## config.mk

```make
export PLATFORM = sky130hd
export DESIGN_NAME = spi_clock_divisor_search_core
export DESIGN_NICKNAME = d
export VERILOG_FILES = /design/src/sv/scds_pkg.sv /design/src/sv/scds_divider.sv /design/src/sv/spi_clock_divisor_search_core.sv
export SDC_FILE = /design/constraint.sdc
export NUM_CORES = 1
export LEC_CHECK = 0
export ABC_AREA = 1
export BUFFER_PORTS_ARGS = -buffer_cell sky130_fd_sc_hd__buf_2
export CORE_ASPECT_RATIO = 0.8
export CORE_MARGIN = 2
export CORE_UTILIZATION = 55
export DETAILED_ROUTE_END_ITERATION = 6
export PLACE_DENSITY_LB_ADDON = 0.08
export SLEW_MARGIN = 10
export SYNTH_ARGS = -nofsm -noshare
export SYNTH_HDL_FRONTEND = slang
export SYNTH_HIERARCHICAL = 1
export SYNTH_SLANG_ARGS = --single-unit
```

## constraint.sdc

```tcl
create_clock -name clk_i -period 3.2 [get_ports clk_i]
set_input_delay 0.16 -clock clk_i [delete_from_list [all_inputs] [get_ports clk_i]]
set_output_delay 0.16 -clock clk_i [all_outputs]
set_load 0.02 [all_outputs]
```

## src/sv/scds_pkg.sv

```systemverilog
// ----------------------------------------------------------------------------
// scds_pkg
// shared types and constants of the serial clock prescaler search
// ----------------------------------------------------------------------------
`default_nettype none

package scds_pkg;

  localparam int unsigned DATA_W = 32;
  localparam int unsigned DVS_W  = DATA_W + 1;  // divisor may be target + 1
  localparam int unsigned STEP_W = 4;

  localparam logic [7:0]        PRESCALE_MIN  = 8'd2;
  localparam logic [7:0]        PRESCALE_MAX  = 8'd254;
  localparam logic [7:0]        PRESCALE_STEP = 8'd2;
  localparam logic [DATA_W-1:0] SRC_CLK_RESET = 32'd204000000;

  // radix-4 steps minus one: full 32-bit quotient, or 8-bit divider quotient
  localparam logic [STEP_W-1:0] STEPS_FULL  = 4'd15;
  localparam logic [STEP_W-1:0] STEPS_SHORT = 4'd3;

  typedef struct packed {
    logic              start;
    logic [DVS_W-1:0]  rem_init;
    logic [DATA_W-1:0] dividend;
    logic [DVS_W-1:0]  divisor;
    logic [STEP_W-1:0] last_step;
  } div_req_t;

  typedef struct packed {
    logic              done;
    logic              busy;
    logic [DATA_W-1:0] quotient;
  } div_rsp_t;

endpackage

`default_nettype wire

```

## src/sv/scds_divider.sv

```systemverilog
// ----------------------------------------------------------------------------
// scds_divider
// radix-4 restoring divider, one quotient digit of two bits per cycle
// ----------------------------------------------------------------------------
`default_nettype none

module scds_divider (
  input  logic              clk_i,
  input  logic              rst_ni,
  input  scds_pkg::div_req_t req_i,
  output scds_pkg::div_rsp_t rsp_o
);

  logic [scds_pkg::DVS_W-1:0]  rem_q;
  logic [scds_pkg::DATA_W-1:0] num_q;
  logic [scds_pkg::DATA_W-1:0] quo_q;
  logic [scds_pkg::DVS_W-1:0]  dvs_q;
  logic [scds_pkg::DVS_W+1:0]  dvs3_q;
  logic [scds_pkg::STEP_W-1:0] cnt_q;
  logic                        busy_q;
  logic                        done_q;

  logic [scds_pkg::DVS_W+1:0]  r4;
  logic [scds_pkg::DVS_W+1:0]  d1;
  logic [scds_pkg::DVS_W+1:0]  d2;
  logic [scds_pkg::DVS_W+1:0]  rnew;
  logic [1:0]                  digit;
  logic [scds_pkg::DVS_W+1:0]  dvs3_d;

  always_comb begin
    r4     = {rem_q, num_q[scds_pkg::DATA_W-1 -: 2]};
    d1     = {2'b00, dvs_q};
    d2     = {1'b0, dvs_q, 1'b0};
    dvs3_d = {2'b00, req_i.divisor} + {1'b0, req_i.divisor, 1'b0};
    if (r4 >= dvs3_q) begin
      digit = 2'd3;
      rnew  = r4 - dvs3_q;
    end else if (r4 >= d2) begin
      digit = 2'd2;
      rnew  = r4 - d2;
    end else if (r4 >= d1) begin
      digit = 2'd1;
      rnew  = r4 - d1;
    end else begin
      digit = 2'd0;
      rnew  = r4;
    end
  end

  always_ff @(posedge clk_i or negedge rst_ni) begin
    if (!rst_ni) begin
      rem_q  <= '0;
      num_q  <= '0;
      quo_q  <= '0;
      dvs_q  <= '0;
      dvs3_q <= '0;
      cnt_q  <= '0;
      busy_q <= 1'b0;
      done_q <= 1'b0;
    end else begin
      done_q <= 1'b0;
      if (req_i.start) begin
        rem_q  <= req_i.rem_init;
        num_q  <= req_i.dividend;
        quo_q  <= '0;
        dvs_q  <= req_i.divisor;
        dvs3_q <= dvs3_d;
        cnt_q  <= req_i.last_step;
        busy_q <= 1'b1;
      end else if (busy_q) begin
        // remainder stays below the divisor, so the top bits are zero
        rem_q <= rnew[scds_pkg::DVS_W-1:0];
        num_q <= {num_q[scds_pkg::DATA_W-3:0], 2'b00};
        quo_q <= {quo_q[scds_pkg::DATA_W-3:0], digit};
        cnt_q <= cnt_q - 1'b1;
        if (cnt_q == '0) begin
          busy_q <= 1'b0;
          done_q <= 1'b1;
        end
      end
    end
  end

  assign rsp_o.done     = done_q;
  assign rsp_o.busy     = busy_q;
  assign rsp_o.quotient = quo_q;

  a_start_idle : assert property (@(posedge clk_i) disable iff (!rst_ni)
    req_i.start |-> !busy_q)
    else $error("divider started while busy");

  a_done_idle : assert property (@(posedge clk_i) disable iff (!rst_ni)
    done_q |-> !busy_q)
    else $error("divider done while still stepping");

  a_busy_origin : assert property (@(posedge clk_i) disable iff (!rst_ni)
    $rose(busy_q) |-> $past(req_i.start))
    else $error("divider became busy without a start");

endmodule

`default_nettype wire

```

## src/sv/spi_clock_divisor_search_core.sv

```systemverilog
// ----------------------------------------------------------------------------
// spi_clock_divisor_search_core
// finds the even prescaler and rate divider giving the highest serial clock
// rate at or below a requested rate, for the configured source clock
// a prescaler whose divider range cannot reach the request takes one division, others three
// the single radix-4 divider computes q = src / p, d = q / (target + 1), q / (d + 1)
// start is taken only in the idle state; busy falls as done rises
// done pulses one cycle with the result; the receiver cannot stall
// asynchronous active-low reset; source clock register resets to 204 MHz
// ----------------------------------------------------------------------------
`default_nettype none

module spi_clock_divisor_search_core (
  input  logic        clk_i,
  input  logic        rst_ni,
  input  logic        cfg_we_i,
  input  logic [31:0] cfg_wdata_i,
  input  logic        start,
  input  logic [31:0] target_hz_i,
  output logic        busy,
  output logic        done_o,
  output logic [7:0]  prescale_o,
  output logic [7:0]  rate_divider_o,
  output logic [30:0] achieved_hz_o,
  output logic        found_o
);

  typedef enum logic [1:0] {
    S_IDLE,
    S_QUO,
    S_DVD,
    S_RATE
  } state_e;

  state_e                      state_q;
  logic [scds_pkg::DATA_W-1:0] src_q;
  logic [scds_pkg::DVS_W-1:0]  tp1_q;
  logic [7:0]                  p_q;
  logic [scds_pkg::DATA_W-1:0] q_q;
  logic [7:0]                  d_q;
  logic [7:0]                  best_p_q;
  logic [7:0]                  best_d_q;
  logic [30:0]                 best_rate_q;
  scds_pkg::div_req_t          req_q;
  scds_pkg::div_rsp_t          rsp;

  logic [30:0] rate_w;
  logic        take_w;
  logic        ovf_w;
  logic        next_p_w;
  logic [7:0]  p_nxt_w;
  logic [7:0]  best_p_d;
  logic [7:0]  best_d_d;
  logic [30:0] best_rate_d;

  scds_divider u_div (
    .clk_i  (clk_i),
    .rst_ni (rst_ni),
    .req_i  (req_q),
    .rsp_o  (rsp)
  );

  always_comb begin
    // quotients here never exceed src / 2, so bit 31 is always clear
    rate_w   = rsp.quotient[30:0];
    take_w   = (state_q == S_RATE) && rsp.done && (rate_w != '0) &&
               (rate_w > best_rate_q);
    // divider quotient would pass 255: no divider fits this prescaler
    ovf_w    = {9'd0, rsp.quotient[scds_pkg::DATA_W-1:8]} >= tp1_q;
    next_p_w = rsp.done && (((state_q == S_QUO) && ovf_w) || (state_q == S_RATE));
    p_nxt_w  = p_q + scds_pkg::PRESCALE_STEP;
    best_p_d    = take_w ? p_q    : best_p_q;
    best_d_d    = take_w ? d_q    : best_d_q;
    best_rate_d = take_w ? rate_w : best_rate_q;
  end

  always_ff @(posedge clk_i or negedge rst_ni) begin
    if (!rst_ni) begin
      state_q        <= S_IDLE;
      src_q          <= scds_pkg::SRC_CLK_RESET;
      tp1_q          <= '0;
      p_q            <= scds_pkg::PRESCALE_MIN;
      q_q            <= '0;
      d_q            <= '0;
      best_p_q       <= scds_pkg::PRESCALE_MIN;
      best_d_q       <= '0;
      best_rate_q    <= '0;
      req_q          <= '0;
      done_o         <= 1'b0;
      prescale_o     <= scds_pkg::PRESCALE_MIN;
      rate_divider_o <= '0;
      achieved_hz_o  <= '0;
      found_o        <= 1'b0;
    end else begin
      req_q.start <= 1'b0;
      done_o      <= 1'b0;
      if (cfg_we_i) begin
        src_q <= cfg_wdata_i;
      end
      best_p_q    <= best_p_d;
      best_d_q    <= best_d_d;
      best_rate_q <= best_rate_d;

      case (state_q)
        S_IDLE: begin
          if (start) begin
            tp1_q       <= {1'b0, target_hz_i} + 33'd1;
            p_q         <= scds_pkg::PRESCALE_MIN;
            best_p_q    <= scds_pkg::PRESCALE_MIN;
            best_d_q    <= '0;
            best_rate_q <= '0;
            req_q.start     <= 1'b1;
            req_q.rem_init  <= '0;
            req_q.dividend  <= src_q;
            req_q.divisor   <= {25'd0, scds_pkg::PRESCALE_MIN};
            req_q.last_step <= scds_pkg::STEPS_FULL;
            state_q <= S_QUO;
          end
        end
        S_QUO: begin
          if (rsp.done) begin
            q_q <= rsp.quotient;
            if (!ovf_w) begin
              // top 24 bits already below target + 1: finish the low byte
              req_q.start     <= 1'b1;
              req_q.rem_init  <= {9'd0, rsp.quotient[scds_pkg::DATA_W-1:8]};
              req_q.dividend  <= {rsp.quotient[7:0], 24'd0};
              req_q.divisor   <= tp1_q;
              req_q.last_step <= scds_pkg::STEPS_SHORT;
              state_q <= S_DVD;
            end
          end
        end
        S_DVD: begin
          if (rsp.done) begin
            d_q             <= rsp.quotient[7:0];
            req_q.start     <= 1'b1;
            req_q.rem_init  <= '0;
            req_q.dividend  <= q_q;
            req_q.divisor   <= {24'd0, {1'b0, rsp.quotient[7:0]} + 9'd1};
            req_q.last_step <= scds_pkg::STEPS_FULL;
            state_q <= S_RATE;
          end
        end
        S_RATE: begin
          // update of the best pair is carried by best_*_d
        end
        default: begin
          state_q <= S_IDLE;
        end
      endcase

      if (next_p_w) begin
        if (p_q == scds_pkg::PRESCALE_MAX) begin
          done_o         <= 1'b1;
          prescale_o     <= best_p_d;
          rate_divider_o <= best_d_d;
          achieved_hz_o  <= best_rate_d;
          found_o        <= (best_rate_d != '0);
          state_q        <= S_IDLE;
        end else begin
          p_q             <= p_nxt_w;
          req_q.start     <= 1'b1;
          req_q.rem_init  <= '0;
          req_q.dividend  <= src_q;
          req_q.divisor   <= {25'd0, p_nxt_w};
          req_q.last_step <= scds_pkg::STEPS_FULL;
          state_q         <= S_QUO;
        end
      end
    end
  end

  assign busy = (state_q != S_IDLE);

  a_done_from_busy : assert property (@(posedge clk_i) disable iff (!rst_ni)
    done_o |-> $past(busy))
    else $error("result issued without a search in progress");

  a_none_fits : assert property (@(posedge clk_i) disable iff (!rst_ni)
    (done_o && !found_o) |->
      (prescale_o == scds_pkg::PRESCALE_MIN) && (rate_divider_o == '0) &&
      (achieved_hz_o == '0))
    else $error("nothing-fits result is not the default pair");

  a_fits_target : assert property (@(posedge clk_i) disable iff (!rst_ni)
    (done_o && found_o) |-> ({2'b00, achieved_hz_o} < tp1_q) && (achieved_hz_o != '0))
    else $error("chosen rate exceeds the request");

  a_even_prescale : assert property (@(posedge clk_i) disable iff (!rst_ni)
    done_o |-> !prescale_o[0])
    else $error("odd prescaler reported");

  a_div_owned : assert property (@(posedge clk_i) disable iff (!rst_ni)
    (rsp.done || rsp.busy) |-> busy)
    else $error("divider active while search is idle");

endmodule

`default_nettype wire
```

==> results of run 1 <==
## layer usage
| metal | wire length [um] | share of wire [%] | vias up | GRT usage, % |
|---|---|---|---|---|
| met3 | 10800 | 9.7 | 171 | 6.93 |
| met4 | 2620 | 2.3 | 6 | 8.52 |
| met1 | 51900 | 46 | 14884 | 55.0 |
| li1 | - | - | 15175 | - |
| met5 | 45 | 0.040 | - | 0 |
| met2 | 46400 | 42 | 1364 | 51.9 |
## how the worst min path moves through the flow
| stage | from | to | slack [ns] | cells after the start |
|---|---|---|---|---|
| floorplan | rst_ni | achieved_hz_o[0]$_DFFE_PN0P_ | -0.14 | 0 |
| global placement | rst_ni | u_div/dvs_q[30]$_DFFE_PN0P_ | 0.04 | 1 |
| detailed placement | rst_ni | u_div/dvs_q[30]$_DFFE_PN0P_ | 0.05 | 1 |
| CTS | rst_ni | u_div/dvs_q[30]$_DFFE_PN0P_ | 0.01 | 2 |
| global route | rst_ni | u_div/dvs_q[30]$_DFFE_PN0P_ | 0.04 | 2 |
| finish | rst_ni | u_div/dvs_q[30]$_DFFE_PN0P_ | 0.03 | 2 |
## layout make-up
cell class              instances  area, um2  share of cell area (%)
multi-input cells            3372      17600                    47.3
flip-flops and latches        484      12100                    32.7
repair buffers                284       2230                    6.03
inverters                     585       2210                    5.96
clock buffers                  71       1480                    4.00
well taps                     769        962                    2.60
clock inverters                25        500                    1.35
diodes                          1       2.50                 0.00675
## flip-flops by register name, indices dropped and copies added, names as in the netlist, 31 cells and up
signal,count
u_div/num_q,32
q_q,32
achieved_hz_o,31
u_div/rem_q,33
best_rate_q,31
u_div/dvs3_q,34
src_q,32
u_div/dvs_q,33
req_q,103
tp1_q,33
u_div/quo_q,32
## layout by cell type, fill, tap and decap left out, types with 21 or more instances in the layout
cell type,instances
buf_2,116
o21ai_2,43
o21ai_0,265
buf_4,77
o221ai_1,21
nand4_1,31
nand3_1,229
ha_1,200
nor2_1,382
nor3_1,40
xor2_1,65
inv_1,562
o22ai_1,47
dfrtp_1,470
xnor2_1,29
a22oi_1,39
a21oi_1,271
dlygate4sd3_1,74
o211ai_1,24
clkbuf_16,52
nand2_1,1482
## power breakdown
part / switching, uW / internal (uW) / leakage [uW]
Sequential: 1840 / 7910 / 0.00645
Combinational: 20300 / 9630 / 0.0116
Clock: 2680 / 4300 / 0.000956
## stage by stage
step	total power [uW]	TNS (ns)
2_1_floorplan	30200	0
3_3_place_gp	38600	0
3_5_place_dp	38500	0
4_1_cts	45800	0
5_1_grt	50300	-0.0272
6_report	46600	0
## timing repair
item	4_1_cts	5_1_grt
resized for setup	0	3
setup buffers	0	2
endpoints found under the hold margin	259	0
endpoints found under the setup margin	0	19
hold buffers	74	0
## critical path, delay by kind of cell (launching register included)
family / cells / cell delay [ns]
and+or+nand+nor: 11 / 1.87
adders and majority gates: 1 / 0.39
buffers and inverters: 2 / 0.22
DFF: 1 / 0.51
==> out/metrics.cfg, run 1 <==
[grt]
grt-ovfl-total = 0
grt_pass1_wl_um = 172000
grt_pass1_vias = 29413
grt_max_degree = 152
antenna_found_initial = 4
grt_usage_pct = 35.9

[finish]
fin_cells = 5591
final_nets = 5050
drive_gt1_share_pct = 9.44
design_area_mm2 = 0.0371
fillerInstances = 5425
area_delta_synth_final_pct = 13.4
utilization_pct = 63.4

[timing]
period_share_pct = 97.6
max_freq_ghz = 0.320
holdWs_ns = 0.0263
relSlewSlack_pct = 36.3
hold_viol = 0
setup_viol = 0
maxSlewViolCount = 0
fin_skew_ns = 0.0461
period_minus_slack_ns = 3.12
worst_slack_ns = 0.0759
worstMarginPinSlew_ns = 0.956

[clocking]
clk_path_buf_depth = 3
cts_buffers = 51
root_buffer = clkbuf_16
clk_pin_slew_ns = 0.06
cts_htree_levels = 2
cts_num_sinks = 484
cts_tree = yes
clock_latency_ns = 0.63

[floorplanning]
die_h_um = 222
row_count = 79
coreArea_mm2 = 0.0585
io_pins = 118
start_util_pct = 55.9
die_area_mm2 = 0.0614
chipWidth_um = 277

[place]
post-dp-hpwl_um = 85200
numPlacedInstances = 5416
place_area_mm2 = 0.0343
post-place-ws_ns = 0.147
port_buffers = 117
gp_congestion = 1.04

[outcome]
status = completed

[routing]
remaining_drc_errors = 0
vias = 31600
drt_iter0_markers = 3356
dr.pass1.iters = 7
wire_per_inst_um = 20.0
finalWirelength_um = 112000
vias_per_cell = 5.65
drtAntennaViolNets = 0

[synth]
postSynthAreaPerCell_um2 = 7.13
netlist_area_mm2 = 0.0327
synthCells = 4589
synth_nets = 4861
yosysWarnings = 6

[critical_path]
arrival_ns = 3.61
crit_path_start = u_div/rem_q[30]$_DFFE_PN0P_
worst_setup_path_end_kind = flop
startpoint_type = flop
cpMaxStageDelayCell = dfrtp_1
crit_path_end = u_div/rem_q[31]$_DFFE_PN0P_
cp_max_fo = 44
r2r_cells = 14
crit_top_cell = nand2_1
r2r_setup_slack_ns = 0.08
slowest_delay_ns = 0.51
r2r_end = u_div/rem_q[31]$_DFFE_PN0P_
critical_path_class = flop to flop
timing.rr.start = u_div/rem_q[30]$_DFFE_PN0P_
required_ns = 3.68
cp_cell_sequence = ha_1 > inv_1 > nor2_1 > nand2_1 > nor2_1 > nor2_8 > nand2_8 > inv_4 > nand2_1 > nand3_1 > nand2_1 > nand2_1 > nand2_1 > nand2_1

[flow_run]
maxCapViolCount = 0

[power_and_ir_drop]
ir_drop_uv = 1200
powerDensity_mw_per_mm2 = 1260
p_leak_uw = 0.0191

[min_path]
hold_class = primary input to async pin

Note: power is estimated with default switching activity, not from simulation.
==> run 2: changes to the inputs <==
REMOVE_ABC_BUFFERS = 1   (was unset)
==> out/metrics.cfg, run 2 (synthesized netlist as in run 1, its figures left out) <==
[clocking]
cts_htree_levels = 2
cts_num_sinks = 484
root_buffer = clkbuf_16
cts_buffers = 51
clk_path_buf_depth = 3
cts_tree = yes
clock_latency_ns = 0.64
clk_pin_slew_ns = 0.06
cts_setup_buffers = 0

[grt]
grt_max_degree = 175
grt_pass1_wl_um = 174000
antenna_found_initial = 1
grt-ovfl-total = 0
grt_usage_pct = 36.5
grt_pass1_vias = 29307

[place]
place_area_mm2 = 0.0343
port_buffers = 117
post-dp-hpwl_um = 85200
numPlacedInstances = 5413
gp_congestion = 1.01
post-place-ws_ns = 0.282

[critical_path]
arrival_ns = 3.57
cp_cell_sequence = ha_1 > a21oi_1 > nand2_1 > a21oi_1 > nand2_1 > nand2_1 > nand2_2 > nand2_2 > nand2_4 > nand2_2 > clkinv_2 > buf_12 > buf_4 > a21oi_1
required_ns = 3.70
cpMaxStageDelayCell = dfrtp_1
cp_max_fo = 28
worst_setup_path_end_kind = flop
slowest_delay_ns = 0.49
startpoint_type = flop
critical_path_class = flop to flop

[timing]
max_freq_ghz = 0.326
hold_viol = 0
setup_tns_ns = 0
grt_setup_unrepaired = no
period_minus_slack_ns = 3.07
fin_skew_ns = 0.0620
maxSlewViolCount = 0
setup_viol = 0
period_share_pct = 96.0
relSlewSlack_pct = 32.1
worstMarginPinSlew_ns = 1.02
worst_slack_ns = 0.128

[outcome]
status = finished, violations left
violations = DRC

[finish]
final_cell_mix = 1482 x nand2_1, 562 x inv_1, 470 x dfrtp_1
layout_commonest_cell = nand2_1
design_area_mm2 = 0.0369
fillerInstances = 5501
drive_gt1_share_pct = 9.33
largest_register = req_q
largest_register_ff_count = 103
area_delta_synth_final_pct = 12.8
largestRegisters = req_q: 103 flops, u_div/dvs3_q: 34 flops
final_nets = 5040
fin_cells = 5580

[routing]
drt_iter0_markers = 3782
vias = 31633
finalWirelength_um = 112000
vias_per_cell = 5.67
wire_per_inst_um = 20.1
remaining_drc_errors = 2
dr.pass1.iters = 7
drtAntennaViolNets = 0

[floorplanning]
chipWidth_um = 277
row_count = 79
die_h_um = 222
coreArea_mm2 = 0.0585
io_pins = 118
die_area_mm2 = 0.0614
start_util_pct = 55.9

[min_path]
hold_class = primary input to flop

[flow_run]
maxCapViolCount = 0

run 2: cell count changes in the layout (fill, tap and decap cells not counted), moves of 2 or more:
cell / change
clkbuf_8: +2
bufinv_16: -6
buf_12: +5
dlygate4sd3_1: -3
buf_4: -10
inv_6: +3
clkinv_2: +4
run 2: cell type report:
cell class              instances  area [um2]  area share [%]
diodes                          1        2.50         0.00678
flip-flops and latches        484       12100            32.9
clock buffers                  71        1480            4.01
repair buffers                276        2230            6.04
inverters                     585        2210            5.98
clock inverters                24         365           0.990
well taps                     769         962            2.61
multi-input cells            3370       17500            47.5
run 2: layer usage:
metal / GRT usage (%) / share of wire (%) / vias up
met5: 0 / 0.0098 / -
met4: 7.01 / 1.9 / 2
met3: 9.09 / 12 / 146
met2: 51.5 / 40 / 1451
met1: 56.4 / 46 / 14878
li1: - / - / 15156
run 2: what timing repair did:
item,in CTS,in global routing
hold endpoints to repair,458,0
hold buffers,71,0
endpoints found under the setup margin,0,4
resized for setup,0,2
run 2: worst max-delay path, delay by kind of cell, from the launching register on:
family | cells | cell delay, ns
DFF | 1 | 0.49
buffers and inverters | 3 | 0.66
adders and majority gates | 1 | 0.36
and+or+nand+nor | 7 | 0.80
AOI/OAI and AO/OA | 3 | 0.60
run 2: final timing paths:
check | startpoint | slack, ns | endpoint | cells after the start
max | u_div/quo_q[20]$_DFFE_PN0P_ | 0.13 | req_q[92]$_DFF_PN0_ | 14
min | cfg_we_i | 0.11 | src_q[8]$_DFFE_PN1P_ | 3
max reg2reg | u_div/quo_q[20]$_DFFE_PN0P_ | 0.13 | req_q[92]$_DFF_PN0_ | 14
min reg2reg | prescale_o[5]$_DFFE_PN0P_ | 0.48 | prescale_o[5]$_DFFE_PN0P_ | 2
max in group asynchronous | rst_ni | 1.23 | prescale_o[0]$_DFFE_PN0P_ | 4
min in group asynchronous | rst_ni | 0.54 | best_rate_q[6]$_DFF_PN0_ | 3
run 2: stage by stage:
step | hold slack (ns) | utilization, %
6_report | 0.109 | 63.1
2_1_floorplan | -0.136 | -
4_1_cts | 0.0786 | 63.1
3_3_place_gp | 0.0475 | 58.7
3_5_place_dp | 0.0501 | 58.7
5_1_grt | 0.153 | 63.1
Power of run 2 is left out: the tool's default activity adds up to more than one toggle a clock period on the data nets, which glitch-free logic cannot reach.
